--- config.mk ---
export PLATFORM = sky130hd
export DESIGN_NAME = terminal_line_editor_core
export DESIGN_NICKNAME = d
export VERILOG_FILES = /design/src/sv/tle_pkg.sv /design/src/sv/tle_front.sv /design/src/sv/tle_queue.sv /design/src/sv/tle_back.sv /design/src/sv/terminal_line_editor_core.sv
export SDC_FILE = /design/constraint.sdc
export NUM_CORES = 1
export LEC_CHECK = 0
export BUFFER_PORTS_ARGS = -buffer_cell sky130_fd_sc_hd__buf_2
export CORE_UTILIZATION = 35
export CTS_BUF_LIST = sky130_fd_sc_hd__clkbuf_4 sky130_fd_sc_hd__clkbuf_8
export CTS_CLUSTER_DIAMETER = 60
export CTS_CLUSTER_SIZE = 28
export DETAILED_ROUTE_END_ITERATION = 16
export GPL_TIMING_DRIVEN = 0
export HOLD_SLACK_MARGIN = 0.12
export SYNTH_ARGS = -nofsm -noshare
export SYNTH_HDL_FRONTEND = slang
export SYNTH_SLANG_ARGS = --single-unit
export TNS_END_PERCENT = 5
--- constraint.sdc ---
create_clock -name i_clk -period 4.4 [get_ports i_clk]
set_input_delay 0.44 -clock i_clk [delete_from_list [all_inputs] [get_ports i_clk]]
set_output_delay 0.44 -clock i_clk [all_outputs]
set_load 0.05 [all_outputs]
--- src/sv/tle_pkg.sv ---
// tle_pkg: shared types and constants of the terminal line editor
// holds command classes, result action codes, register indexes and reset values
// no dependencies
package tle_pkg;

    localparam int KEY_W = 8;
    localparam int LEN_W = 7;
    localparam int ACT_W = 3;
    localparam int CFG_IDX_W = 2;

    // result action codes
    localparam logic [ACT_W-1:0] ACT_ECHO    = 3'd0;
    localparam logic [ACT_W-1:0] ACT_RUBOUT  = 3'd1;
    localparam logic [ACT_W-1:0] ACT_NEWLINE = 3'd2;
    localparam logic [ACT_W-1:0] ACT_BELL    = 3'd3;
    localparam logic [ACT_W-1:0] ACT_END     = 3'd4;

    // configuration register indexes
    localparam logic [CFG_IDX_W-1:0] CFG_EOF        = 2'd0;
    localparam logic [CFG_IDX_W-1:0] CFG_ERASE      = 2'd1;
    localparam logic [CFG_IDX_W-1:0] CFG_KILL       = 2'd2;
    localparam logic [CFG_IDX_W-1:0] CFG_WORD_ERASE = 2'd3;

    // register reset values
    localparam logic [KEY_W-1:0] EOF_RST        = 8'd4;
    localparam logic [KEY_W-1:0] ERASE_RST      = 8'd127;
    localparam logic [KEY_W-1:0] KILL_RST       = 8'd21;
    localparam logic [KEY_W-1:0] WORD_ERASE_RST = 8'd23;

    // printable range and the space character
    localparam logic [KEY_W-1:0] KEY_SPACE    = 8'd32;
    localparam logic [KEY_W-1:0] PRINTABLE_LO = 8'd32;
    localparam logic [KEY_W-1:0] PRINTABLE_HI = 8'd126;

    typedef enum logic [2:0] {
        CMD_ERASE,
        CMD_KILL,
        CMD_WORD_ERASE,
        CMD_PRINT,
        CMD_BELL
    } t_cmd;

    // one classified key, as it travels from front to back
    typedef struct packed {
        logic             eof_hit;
        t_cmd             cmd;
        logic [KEY_W-1:0] key;
    } t_entry;

endpackage

--- src/sv/tle_front.sv ---
// tle_front: control code registers and key classification
// depends on tle_pkg
module tle_front (
    input  logic                            i_clk,
    input  logic                            i_rst_n,
    input  logic                            i_cfg_we,
    input  logic [tle_pkg::CFG_IDX_W-1:0]   i_cfg_index,
    input  logic [tle_pkg::KEY_W-1:0]       i_cfg_data,
    input  logic [tle_pkg::KEY_W-1:0]       i_key_byte,
    output tle_pkg::t_entry                 o_entry
);

    logic [tle_pkg::KEY_W-1:0] r_eof_code;
    logic [tle_pkg::KEY_W-1:0] r_erase_code;
    logic [tle_pkg::KEY_W-1:0] r_kill_code;
    logic [tle_pkg::KEY_W-1:0] r_word_erase_code;

    always_ff @(posedge i_clk) begin
        if (!i_rst_n) begin
            r_eof_code        <= tle_pkg::EOF_RST;
            r_erase_code      <= tle_pkg::ERASE_RST;
            r_kill_code       <= tle_pkg::KILL_RST;
            r_word_erase_code <= tle_pkg::WORD_ERASE_RST;
        end else if (i_cfg_we) begin
            case (i_cfg_index)
                tle_pkg::CFG_EOF:        r_eof_code        <= i_cfg_data;
                tle_pkg::CFG_ERASE:      r_erase_code      <= i_cfg_data;
                tle_pkg::CFG_KILL:       r_kill_code       <= i_cfg_data;
                tle_pkg::CFG_WORD_ERASE: r_word_erase_code <= i_cfg_data;
                default: ;
            endcase
        end
    end

    // priority order: erase, kill, word erase, printable, bell
    // end of input depends on the line length, so back decides it
    always_comb begin
        o_entry.key     = i_key_byte;
        o_entry.eof_hit = (i_key_byte == r_eof_code);
        if (i_key_byte == r_erase_code) begin
            o_entry.cmd = tle_pkg::CMD_ERASE;
        end else if (i_key_byte == r_kill_code) begin
            o_entry.cmd = tle_pkg::CMD_KILL;
        end else if (i_key_byte == r_word_erase_code) begin
            o_entry.cmd = tle_pkg::CMD_WORD_ERASE;
        end else if (i_key_byte >= tle_pkg::PRINTABLE_LO &&
                     i_key_byte <= tle_pkg::PRINTABLE_HI) begin
            o_entry.cmd = tle_pkg::CMD_PRINT;
        end else begin
            o_entry.cmd = tle_pkg::CMD_BELL;
        end
    end

endmodule

--- src/sv/tle_queue.sv ---
// tle_queue: two-entry queue of classified keys between front and back
// depends on tle_pkg
module tle_queue (
    input  logic            i_clk,
    input  logic            i_rst_n,
    input  logic            i_push,
    input  tle_pkg::t_entry i_entry,
    input  logic            i_pop,
    output logic            o_full,
    output logic            o_valid,
    output tle_pkg::t_entry o_entry
);

    tle_pkg::t_entry r_slot [2];
    logic            r_wp;
    logic            r_rp;
    logic [1:0]      r_count;

    logic w_push;
    logic w_pop;

    assign o_full  = (r_count == 2'd2);
    assign o_valid = (r_count != 2'd0);
    assign o_entry = r_slot[r_rp];
    assign w_push  = i_push && !o_full;
    assign w_pop   = i_pop && o_valid;

    always_ff @(posedge i_clk) begin
        if (w_push) begin
            r_slot[r_wp] <= i_entry;
        end
    end

    always_ff @(posedge i_clk) begin
        if (!i_rst_n) begin
            r_wp    <= 1'b0;
            r_rp    <= 1'b0;
            r_count <= 2'd0;
        end else begin
            if (w_push) begin
                r_wp <= ~r_wp;
            end
            if (w_pop) begin
                r_rp <= ~r_rp;
            end
            case ({w_push, w_pop})
                2'b10:   r_count <= r_count + 2'd1;
                2'b01:   r_count <= r_count - 2'd1;
                default: r_count <= r_count;
            endcase
        end
    end

endmodule

--- src/sv/tle_back.sv ---
// tle_back: line state, space-mark memory and result sequencer
// depends on tle_pkg
module tle_back #(
    parameter int LINE_CAPACITY = 40
) (
    input  logic                        i_clk,
    input  logic                        i_rst_n,
    input  logic                        i_q_valid,
    input  tle_pkg::t_entry             i_q_entry,
    output logic                        o_q_pop,
    input  logic                        i_res_stall,
    output logic                        o_res_valid,
    output logic [tle_pkg::ACT_W-1:0]   o_action,
    output logic [tle_pkg::KEY_W-1:0]   o_echo_char,
    output logic                        o_last_of_run
);

    localparam int AW = (LINE_CAPACITY > 1) ? $clog2(LINE_CAPACITY) : 1;
    localparam logic [tle_pkg::LEN_W-1:0] CAP_L = tle_pkg::LEN_W'(LINE_CAPACITY);
    localparam logic [tle_pkg::LEN_W-1:0] LEN_ONE = tle_pkg::LEN_W'(1);

    typedef enum logic [2:0] {
        S_IDLE,
        S_EXEC,
        S_KILL,
        S_WLOAD,
        S_WSPACE,
        S_WWORD,
        S_PRINT
    } t_state;

    t_state                      r_state, n_state;
    logic [tle_pkg::LEN_W-1:0]   r_len, n_len;
    logic                        r_fin, n_fin;
    tle_pkg::t_entry             r_cur, n_cur;
    logic                        r_top, n_top;
    logic                        r_rd;
    logic                        r_marks [LINE_CAPACITY];
    logic                        r_res_valid, n_res_valid;
    logic [tle_pkg::ACT_W-1:0]   r_action;
    logic [tle_pkg::KEY_W-1:0]   r_echo;
    logic                        r_last;

    logic                        w_emit_ok;
    logic                        w_emit;
    logic [tle_pkg::ACT_W-1:0]   w_act;
    logic [tle_pkg::KEY_W-1:0]   w_chr;
    logic                        w_last;
    logic                        w_we;
    logic [AW-1:0]               w_rd_addr;
    logic [tle_pkg::LEN_W-1:0]   w_len_m1;
    logic [tle_pkg::LEN_W-1:0]   w_len_m2;
    logic [tle_pkg::LEN_W-1:0]   w_len_m3;

    assign w_emit_ok = !r_res_valid || !i_res_stall;
    assign w_len_m1  = r_len - tle_pkg::LEN_W'(1);
    assign w_len_m2  = r_len - tle_pkg::LEN_W'(2);
    assign w_len_m3  = r_len - tle_pkg::LEN_W'(3);
    assign o_q_pop   = (r_state == S_IDLE) && i_q_valid;

    // in the word erase states r_top is the mark at len-1 and r_rd the mark at len-2
    always_comb begin
        n_state   = r_state;
        n_len     = r_len;
        n_fin     = r_fin;
        n_cur     = r_cur;
        n_top     = r_top;
        w_emit    = 1'b0;
        w_act     = tle_pkg::ACT_BELL;
        w_chr     = '0;
        w_last    = 1'b1;
        w_we      = 1'b0;
        w_rd_addr = w_len_m2[AW-1:0];
        case (r_state)
            S_IDLE: begin
                if (i_q_valid) begin
                    n_cur   = i_q_entry;
                    n_state = S_EXEC;
                end
            end
            S_EXEC: begin
                w_rd_addr = w_len_m1[AW-1:0];
                if (r_fin) begin
                    n_state = S_IDLE;
                end else if (r_cur.eof_hit && r_len == '0) begin
                    if (w_emit_ok) begin
                        w_emit  = 1'b1;
                        w_act   = tle_pkg::ACT_END;
                        n_fin   = 1'b1;
                        n_state = S_IDLE;
                    end
                end else begin
                    case (r_cur.cmd)
                        tle_pkg::CMD_ERASE: begin
                            if (r_len == '0) begin
                                n_state = S_IDLE;
                            end else if (w_emit_ok) begin
                                w_emit  = 1'b1;
                                w_act   = tle_pkg::ACT_RUBOUT;
                                n_len   = w_len_m1;
                                n_state = S_IDLE;
                            end
                        end
                        tle_pkg::CMD_KILL: begin
                            n_state = (r_len == '0) ? S_IDLE : S_KILL;
                        end
                        tle_pkg::CMD_WORD_ERASE: begin
                            n_state = (r_len == '0) ? S_IDLE : S_WLOAD;
                        end
                        tle_pkg::CMD_PRINT: begin
                            n_state = S_PRINT;
                        end
                        tle_pkg::CMD_BELL: begin
                            if (w_emit_ok) begin
                                w_emit  = 1'b1;
                                w_act   = tle_pkg::ACT_BELL;
                                n_state = S_IDLE;
                            end
                        end
                        default: n_state = S_IDLE;
                    endcase
                end
            end
            S_KILL: begin
                if (w_emit_ok) begin
                    w_emit = 1'b1;
                    w_act  = tle_pkg::ACT_RUBOUT;
                    w_last = (r_len == LEN_ONE);
                    n_len  = w_len_m1;
                    if (w_last) begin
                        n_state = S_IDLE;
                    end
                end
            end
            S_WLOAD: begin
                n_top   = r_rd;
                n_state = S_WSPACE;
            end
            S_WSPACE: begin
                if (!r_top) begin
                    n_state = S_WWORD;
                end else if (w_emit_ok) begin
                    w_emit    = 1'b1;
                    w_act     = tle_pkg::ACT_RUBOUT;
                    w_last    = (r_len == LEN_ONE);
                    n_len     = w_len_m1;
                    n_top     = r_rd;
                    w_rd_addr = w_len_m3[AW-1:0];
                    if (w_last) begin
                        n_state = S_IDLE;
                    end
                end
            end
            S_WWORD: begin
                if (w_emit_ok) begin
                    w_emit    = 1'b1;
                    w_act     = tle_pkg::ACT_RUBOUT;
                    // stop at start of line or when a space lies below
                    w_last    = (r_len == LEN_ONE) ? 1'b1 : r_rd;
                    n_len     = w_len_m1;
                    n_top     = r_rd;
                    w_rd_addr = w_len_m3[AW-1:0];
                    if (w_last) begin
                        n_state = S_IDLE;
                    end
                end
            end
            S_PRINT: begin
                if (w_emit_ok) begin
                    w_emit = 1'b1;
                    if (r_len >= CAP_L) begin
                        w_act  = tle_pkg::ACT_NEWLINE;
                        w_last = 1'b0;
                        n_len  = '0;
                    end else begin
                        w_act   = tle_pkg::ACT_ECHO;
                        w_chr   = r_cur.key;
                        w_we    = 1'b1;
                        n_len   = r_len + tle_pkg::LEN_W'(1);
                        n_state = S_IDLE;
                    end
                end
            end
            default: n_state = S_IDLE;
        endcase
        if (w_emit) begin
            n_res_valid = 1'b1;
        end else if (i_res_stall) begin
            n_res_valid = r_res_valid;
        end else begin
            n_res_valid = 1'b0;
        end
    end

    always_ff @(posedge i_clk) begin
        if (w_we) begin
            r_marks[r_len[AW-1:0]] <= (r_cur.key == tle_pkg::KEY_SPACE);
        end
        r_rd <= r_marks[w_rd_addr];
    end

    always_ff @(posedge i_clk) begin
        if (!i_rst_n) begin
            r_state     <= S_IDLE;
            r_len       <= '0;
            r_fin       <= 1'b0;
            r_res_valid <= 1'b0;
        end else begin
            r_state     <= n_state;
            r_len       <= n_len;
            r_fin       <= n_fin;
            r_res_valid <= n_res_valid;
        end
        r_cur <= n_cur;
        r_top <= n_top;
        if (w_emit) begin
            r_action <= w_act;
            r_echo   <= w_chr;
            r_last   <= w_last;
        end
    end

    assign o_res_valid   = r_res_valid;
    assign o_action      = r_action;
    assign o_echo_char   = r_echo;
    assign o_last_of_run = r_last;

endmodule

--- src/sv/terminal_line_editor_core.sv ---
// terminal_line_editor_core: canonical line editing on a stream of key bytes
// depends on tle_pkg, tle_front, tle_queue, tle_back
//
// key channel: one byte per transfer on i_key_byte (i_key_valid / o_key_stall)
// result channel: action, echo_char, last_of_run (o_res_valid / i_res_stall);
//   a key gives zero or more results, the final one carries last_of_run
// config: i_cfg_we writes i_cfg_data to the code chosen by i_cfg_index
//   (0 end of input, 1 erase, 2 kill, 3 word erase); the user must write
//   only while idle, as the block does not enforce it
// keys: the back takes one key from the queue at a time, only when idle,
//   and ends all its results before it takes the next; the two-entry key
//   queue lets keys arrive meanwhile
// stall: results wait in the output register; the sequencer freezes and
//   the queue fills, then o_key_stall rises
// reset: synchronous, active low; codes return to 4, 127, 21, 23, line empty,
//   session open; after end of input all keys are dropped until reset
module terminal_line_editor_core #(
    parameter int LINE_CAPACITY = 40
) (
    input  logic                            i_clk,
    input  logic                            i_rst_n,
    // configuration write port
    input  logic                            i_cfg_we,
    input  logic [tle_pkg::CFG_IDX_W-1:0]   i_cfg_index,
    input  logic [tle_pkg::KEY_W-1:0]       i_cfg_data,
    // key input channel
    input  logic                            i_key_valid,
    output logic                            o_key_stall,
    input  logic [tle_pkg::KEY_W-1:0]       i_key_byte,
    // result channel
    output logic                            o_res_valid,
    input  logic                            i_res_stall,
    output logic [tle_pkg::ACT_W-1:0]       o_action,
    output logic [tle_pkg::KEY_W-1:0]       o_echo_char,
    output logic                            o_last_of_run
);

    tle_pkg::t_entry w_front_entry;
    tle_pkg::t_entry w_q_entry;
    logic            w_q_full;
    logic            w_q_valid;
    logic            w_q_pop;

    // front: code registers and classification
    tle_front u_front (
        .i_clk       (i_clk),
        .i_rst_n     (i_rst_n),
        .i_cfg_we    (i_cfg_we),
        .i_cfg_index (i_cfg_index),
        .i_cfg_data  (i_cfg_data),
        .i_key_byte  (i_key_byte),
        .o_entry     (w_front_entry)
    );

    // short queue decouples key intake from result sequencing
    tle_queue u_queue (
        .i_clk   (i_clk),
        .i_rst_n (i_rst_n),
        .i_push  (i_key_valid),
        .i_entry (w_front_entry),
        .i_pop   (w_q_pop),
        .o_full  (w_q_full),
        .o_valid (w_q_valid),
        .o_entry (w_q_entry)
    );

    assign o_key_stall = w_q_full;

    // back: line length, space marks and result sequencer
    tle_back #(
        .LINE_CAPACITY (LINE_CAPACITY)
    ) u_back (
        .i_clk         (i_clk),
        .i_rst_n       (i_rst_n),
        .i_q_valid     (w_q_valid),
        .i_q_entry     (w_q_entry),
        .o_q_pop       (w_q_pop),
        .i_res_stall   (i_res_stall),
        .o_res_valid   (o_res_valid),
        .o_action      (o_action),
        .o_echo_char   (o_echo_char),
        .o_last_of_run (o_last_of_run)
    );

    // echoed characters are always printable
    a_echo_printable: assert property (@(posedge i_clk) disable iff (!i_rst_n)
        (o_res_valid && o_action == tle_pkg::ACT_ECHO) |->
        (o_echo_char >= tle_pkg::PRINTABLE_LO && o_echo_char <= tle_pkg::PRINTABLE_HI))
        else $error("echo of a non-printable byte");

    // only echo results carry a character
    a_no_char: assert property (@(posedge i_clk) disable iff (!i_rst_n)
        (o_res_valid && o_action != tle_pkg::ACT_ECHO) |-> (o_echo_char == '0))
        else $error("non-echo result carries a character");

    // a newline always precedes the echo that starts the new line
    a_newline_then_echo: assert property (@(posedge i_clk) disable iff (!i_rst_n)
        (o_res_valid && o_action == tle_pkg::ACT_NEWLINE) |-> !o_last_of_run)
        else $error("newline closed a run");

    // end of session is a single-result run
    a_end_single: assert property (@(posedge i_clk) disable iff (!i_rst_n)
        (o_res_valid && o_action == tle_pkg::ACT_END) |-> o_last_of_run)
        else $error("end of session not the last result");

endmodule

# --- Word-level counts from Yosys, hierarchy flattened ---
# Memories as Yosys holds them, arrays and structs flattened. A register that Yosys moved wholly into a read port is not among the register bits.
# Cells that the tools add are included.
word_totals:
  regBits: 61
  latchBits: 0
  ram_bits: 64
  mem_bits_ro: 0
  input_bits: 23
  out_inout_bits: 14
  wordCells: 162
  memories: 2
op_classes:
  n_addsub: 6
  n_mul: 0
  div: 0
  order_cmp: 3
  n_eq_ne: 33
  shift: 0
  n_mux: 71
  bitwise_logic: 4
  n_reduce_logical: 28
memory_table:
  columns: ["memory", "depth", "word_bits", "read_ports", "rd_ports_with_merged_regs", "write_ports", "line", "text"]
  rows:
  - ["u_back.r_marks", 40, 1, 1, 1, 1, "tle_back.sv:38", "logic r_marks [LINE_CAPACITY];"]
  - ["u_queue.r_slot", 2, 12, 1, 1, 1, "tle_queue.sv:14", "tle_pkg::t_entry r_slot [2];"]
ops:
  columns: ["op", "n"]
  rows:
  - ["3-bit 2-to-1 mux", 22]
  - ["7-bit 2-to-1 mux", 8]
  - ["8-bit == test", 4]
  - ["7-bit one-hot mux with 4 select lines", 1]
  - ["1-bit 2-to-1 mux", 24]
  - ["3-bit one-hot mux with 7 select lines", 1]
  - ["6-bit one-hot mux with 3 select lines", 1]
  - ["3-bit one-hot mux with 5 select lines", 1]
  - ["3-bit by 2-bit == test with 1-bit output (second input constant)", 4]
  - ["3-bit == test (second input constant)", 4]
  - ["6-bit 2-to-1 mux", 2]
  - ["2-bit by 1-bit != test with 1-bit output (second input constant)", 6]
  - ["3-bit one-hot mux with 4 select lines", 1]
  - ["2-bit AND reduction", 6]
  - ["6-bit by 2-bit subtractor with 6-bit output (second input constant)", 2]
  - ["2-bit 2-to-1 mux", 5]
  - ["2-bit != test (second input constant)", 5]
  - ["2-bit == test (second input constant)", 4]
  - ["8-bit by 6-bit == test with 1-bit output (second input constant)", 1]
  - ["8-bit by 6-bit >= comparator with 1-bit output (second input constant)", 1]
  - ["8-bit by 7-bit <= comparator with 1-bit output (second input constant)", 1]
  - ["7-bit by 1-bit adder with 7-bit output (second input constant)", 1]
  - ["7-bit by 1-bit == test with 1-bit output (second input constant)", 1]
  - ["7-bit by 6-bit >= comparator with 1-bit output (second input constant)", 1]
  - ["other kinds (23)", 38]

# --- Depth between registers and ports, before layout ---
logic_depth:
  depth_word: 9
  depth_mapped: 12
  mapped_depth_nobuf: 9

# --- Modules after synthesis ---
# A second synthesis with hierarchy kept.
hier_totals:
  hier_cells: 635
  hier_area_um2: 6964.2
modules_own_cells:
  columns: ["module", "n_inst", "cells_per_inst", "area_per_inst_um2", "seq_area_each_um2"]
  rows:
  - ["tle_back", 1, 379, 4091.4, 2212.1]
  - ["tle_front", 1, 193, 1773.0, 640.6]
  - ["tle_queue", 1, 63, 1099.8, 820.8]

# --- Least setup slack after synthesis ---
# No wires, ideal clock.
synth_path:
  path_type: "reg2reg"
  from: "register u_back.r_state[1]"
  to: "register u_queue.r_count[1]"
  arrival_time_ns: 3.122
  setup_slack_ns: 1.202
  stages_incl_launch_ff: 7
  path_buffers: 2
  period_less_slack_ns: 3.198
  cell_sequence: "dfxtp_1 buf_2 clkbuf_1 nor4_1 ha_1 or3_1 a21boi_0"
synth_via:
  elab_chain_cells: 5
synth_rtl:
  columns: ["item", "line", "text"]
  rows:
  - ["start: declaration", "tle_back.sv:32", "t_state r_state, n_state;"]
  - ["start signal: assignment", "tle_back.sv:209", "r_state <= n_state;"]
  - ["3-bit zero test *", "tle_back.sv:59", "assign o_q_pop = (r_state == S_IDLE) && i_q_valid;"]
  - ["1-bit logical AND *", "tle_back.sv:59", null]
  - ["via u_back.o_q_pop", "tle_back.sv:10", "output logic o_q_pop,"]
  - ["1-bit logical AND *", "tle_queue.sv:26", "assign w_pop = i_pop && o_valid;"]
  - ["2-bit by 1-bit == test with 1-bit output / 2-bit == test (equally long branches)", "tle_queue.sv:46", "case ({w_push, w_pop})"]
  - ["2-bit one-hot mux with 2 select lines / 2-bit nonzero test (equally long branches)", null, null]
  - ["end signal: assignment", "tle_queue.sv:47", "2'b10: r_count <= r_count + 2'd1;"]
  - ["end signal: assignment", "tle_queue.sv:48", "2'b01: r_count <= r_count - 2'd1;"]
  - ["end signal: assignment", "tle_queue.sv:49", "default: r_count <= r_count;"]
  - ["end: declaration", "tle_queue.sv:17", "logic [1:0] r_count;"]
# The timed path passes the listed nets; every way through them passes the cells marked *.
# A chain may end at the register's enable or synchronous reset.

# --- Worst setup path in the final report ---
layout_path:
  from: "register u_back.r_len[0] (netlist bit)"
  to: "register u_back.r_rd (read register of u_back.r_marks)"
layout_via:
  elab_chain_cells: 4
layout_rtl:
  columns: ["item", "line", "text"]
  rows:
  - ["start: declaration", "tle_back.sv:33", "logic [tle_pkg::LEN_W-1:0] r_len, n_len;"]
  - ["start signal: assignment", "tle_back.sv:210", "r_len <= n_len;"]
  - ["6-bit by 2-bit subtractor with 6-bit output (on tied branches)", "tle_back.sv:57, tle_back.sv:58", null]
  - ["6-bit 2-to-1 mux", "tle_back.sv:142, tle_back.sv:155", null]
  - ["6-bit 2-to-1 mux", "tle_back.sv:140", "if (!r_top) begin"]
  - ["6-bit one-hot mux with 3 select lines *", "tle_back.sv:74", "case (r_state)"]
  - ["end: declaration", "tle_back.sv:37", "logic r_rd;"]
# Mark *: on every way between the ends. The rest lies on a longest branch, timed or not.

==> results by group <==
Route
  • Via-to-Cell Ratio: 5.118
  • Router iterations before antenna repair: 5
  • Drt drc: 0
  • Number of routed nets with antenna violations: 0
  • Wirelength, routed: 15.84 mm
  • WL/cell: 16.27 um
  • DR vias: 4985
  • Initial DRC Count: 282

Flow run
  • Max cap viols: 0

Power and ir drop
  • PD cells: 601.2 nW/um^2
  • P_sw: 1754 uW
  • VDD IR max: 0.3170 mV
  • Clock share of power: 0.247
  • Leakage: 0.002695 uW
  • Comb pwr share: 0.385
  • Sw frac: 0.3771
  • Pint: 2897 uW
  • Reg power frac: 0.368

Synthesis
  • Synth area leaders: edfxtp_1, dfxtp_1, nand2_1, nor2_1, xnor2_1
  • Synth cell types: 70
  • Synthesized flop and latch total: 138
  • Post-synthesis instance area: 6782 sq um
  • Post-synth EDFFs: 89
  • Cells after Synth: 645
  • Post-synth top area cell: edfxtp_1
  • Share of the synthesized area in the top cell type: 0.3941
  • Post-synth net total: 678
  • Syn. warnings: 0
  • Ys flop type: edfxtp_1
  • Synthesized area per cell: 10.51 sq um
  • Sequential area share after synthesis: 0.5387
  • Post-synth ARST share: 0

Run status
  • Status: completed

Placement
  • Cell area after placement: 7301 sq um
  • GPL Wtd Cong: 0.8875
  • HPWL after DPL: 11.10 mm
  • Port Buffer Count: 36

Worst setup path
  • Crit path launch: u_back.r_len[0]
  • Reg2Reg Depth: 12
  • CP Max Fanout: 10
  • WP data required: 4.75 ns
  • Type of origin of the critical path: flop
  • Reg2reg start: u_back.r_len[0]
  • Crit end category: flop
  • Worst EP arrival: 3.78 ns
  • Crit path kind: reg2reg

Global route
  • Vias in the first global route: 4647
  • Largest net degree at the start of global routing: 41
  • First-pass GRT wire length: 25.26 mm
  • Tot GR Track Use: 0.1671
  • Antenna violations before repair: 0
  • Total grt overflow: 0

Timing
  • Rel. slew slack: 0.1673
  • Clock Skew: 0.01252 ns
  • Minimum clock period: 3.434 ns
  • Fin crit share: 0.7804
  • Final hold violation count: 0
  • Peak Freq: 291.2 MHz
  • RSZ-0062 raised after global routing: no
  • Final hold slack: 0.1889 ns
  • Finish-stage setup viols: 0
  • Max Slew Vio Count: 0
  • Final setup TNS: 0 ns
  • Worst Max-Slew Pin Slew: 1.248 ns

CTS
  • Clk pin slew, worst setup/hold paths: 0.08 ns
  • Clk sinks: 138
  • Hold Buf Count CTS: 0
  • CTS H-tree lvls: 4
  • Cts repair resizes: 0
  • CTS tree: built
  • Setup Buffers After CTS: 0
  • Clock tree buffer depth: 2
  • Num CTS Buffers: 17
  • CTS root buffer: clkbuf_8
  • Worst skew pair latency: 0.45 ns

Die
  • Initial core utilization: 0.3601
  • Die Wd: 141.2 um
  • Area of the die: 19940 sq um
  • Core Region: 18830 sq um
  • Ports: 37
  • Chip height: 141.2 um
  • Site row count: 50

Layout
  • Final instance area: 7736 sq um
  • Fraction of layout cells with a size suffix above 1: 0.1485
  • Final net count: 734
  • Area Overhead vs Synth: 14.08%
  • ANT cells: 0

Hold path
  • Critical hold path startpoint: i_key_byte[2]
  • Hold path depth: 1
  • HP Class: in2reg
[cells in the final DEF (no fill, tap or decap), drive strengths merged, types with 6 or more instances in the layout]
master	instances
xnor2	32
mux2i	12
nand3	27
a21boi	11
inv	11
buf	51
ha	10
nor4	13
edfxtp	89
and3	14
a21oi	22
a31oi	6
dfxtp	49
mux2	17
o21ai	15
a211oi	12
nor3	8
and2	6
o21a	6
clkbuf	43
nor2	77
nand4	9
nand2	78
xor2	11
[cell usage after synthesis, drive strengths merged, types with 3 or more instances]
| library cell | count |
|---|---|
| nand4 | 9 |
| a211oi | 12 |
| o21a | 6 |
| xnor2 | 32 |
| ha | 10 |
| or3 | 5 |
| a21o | 3 |
| buf | 14 |
| a21boi | 11 |
| nor3b | 4 |
| o221ai | 4 |
| nor2 | 77 |
| and3 | 14 |
| o21ai | 15 |
| nor2b | 5 |
| edfxtp | 89 |
| clkbuf | 25 |
| nand3b | 3 |
| o22ai | 3 |
| mux2 | 17 |
| mux2i | 12 |
| inv | 8 |
| nor3 | 8 |
| nor4 | 13 |
| nand2 | 78 |
| o2111ai | 3 |
| a21oi | 22 |
| and2 | 6 |
| nand2b | 5 |
| nand3 | 27 |
| dfxtp | 49 |
| a22oi | 3 |
| a31oi | 6 |
| xor2 | 11 |
[per-layer routing]
| layer | share of wire | vias to the layer above | wire length [um] | GRT usage |
|---|---|---|---|---|
| met5 | 0 | - | 0 | 0 |
| met4 | 0.014 | 0 | 214 | 0.05721 |
| met3 | 0.042 | 20 | 662 | 0.03635 |
| met2 | 0.47 | 128 | 7386 | 0.2637 |
| met1 | 0.48 | 2371 | 7580 | 0.2262 |
| li1 | - | 2466 | - | - |
[through the flow]
step                      power, uW  utilization  setup slack [ns]  cells
after floorplan                3072            -             1.202    645
after global placement         3508       0.3870            0.4723    941
after detailed placement       3521       0.3877            0.9449    942
after CTS                      4666       0.4108            0.9295    974
after global routing           4917       0.4108            0.6671    974
final                          4651       0.4108            0.9665    974
[power by group through the flow]
stage,Sequential [uW],Clock [uW],Combinational (uW)
final,1710,1150,1790
after detailed placement,1740,0,1780
after global routing,1740,1210,1970
after CTS,1710,1170,1790
after floorplan,1790,0,1280
after global placement,1740,0,1770
[area by class of cell]
class	count	area, sq um
buffer	39	162.7
clock buffer	18	241.5
clock inverter	14	193.9
fill	1851	11090
inverter	9	33.78
multi-input combinational	459	2938
sequential	138	3654
tap	260	325.3
timing repair buffer	37	187.7
[cells by family (layout without fill, tap and decap cells)]
group	Yosys count	in the layout	synth area share
multiplexers	31	31	0.05314
AO/OA/AOI/OAI	112	112	0.1179
XOR/XNOR	43	43	0.05664
buffers and inverters	48	117	0.02897
adder cells (fa/ha/maj)	10	10	0.01845
flip-flops	138	138	0.5387
AND/OR/NAND/NOR	263	263	0.1862
[registers in the layout, summed over array words and instances (netlist names), 7 cells and up]
register	flops
u_front.r_kill_code	8
u_front.r_erase_code	8
u_front.r_word_erase_code	8
u_queue.r_slot	24
u_back.r_len	7
u_back.r_cur	12
u_back.o_echo_char	8
u_back.r_marks	40
u_front.r_eof_code	8
[critical path: stages (launching register included)]
cell and delay, ns:
dfxtp_1 0.51, clkbuf_1 0.36, inv_1 0.16, ha_1 0.43, nor4b_1 0.08, a31oi_1 0.42, and2_1 0.19, buf_2 0.21
buf_2 0.24, a211oi_1 0.10, nor4_1 0.27, nor4_2 0.09, a211oi_1 0.28
[path summary, 6_finish.rpt]
kind,end,slack [ns]
max,u_back.r_rd,0.97
min,u_queue.r_slot[0][2],0.19
max reg2reg,u_back.r_rd,0.97
min reg2reg,u_front.r_kill_code[6],0.47
(Power assumes the default switching activity.)
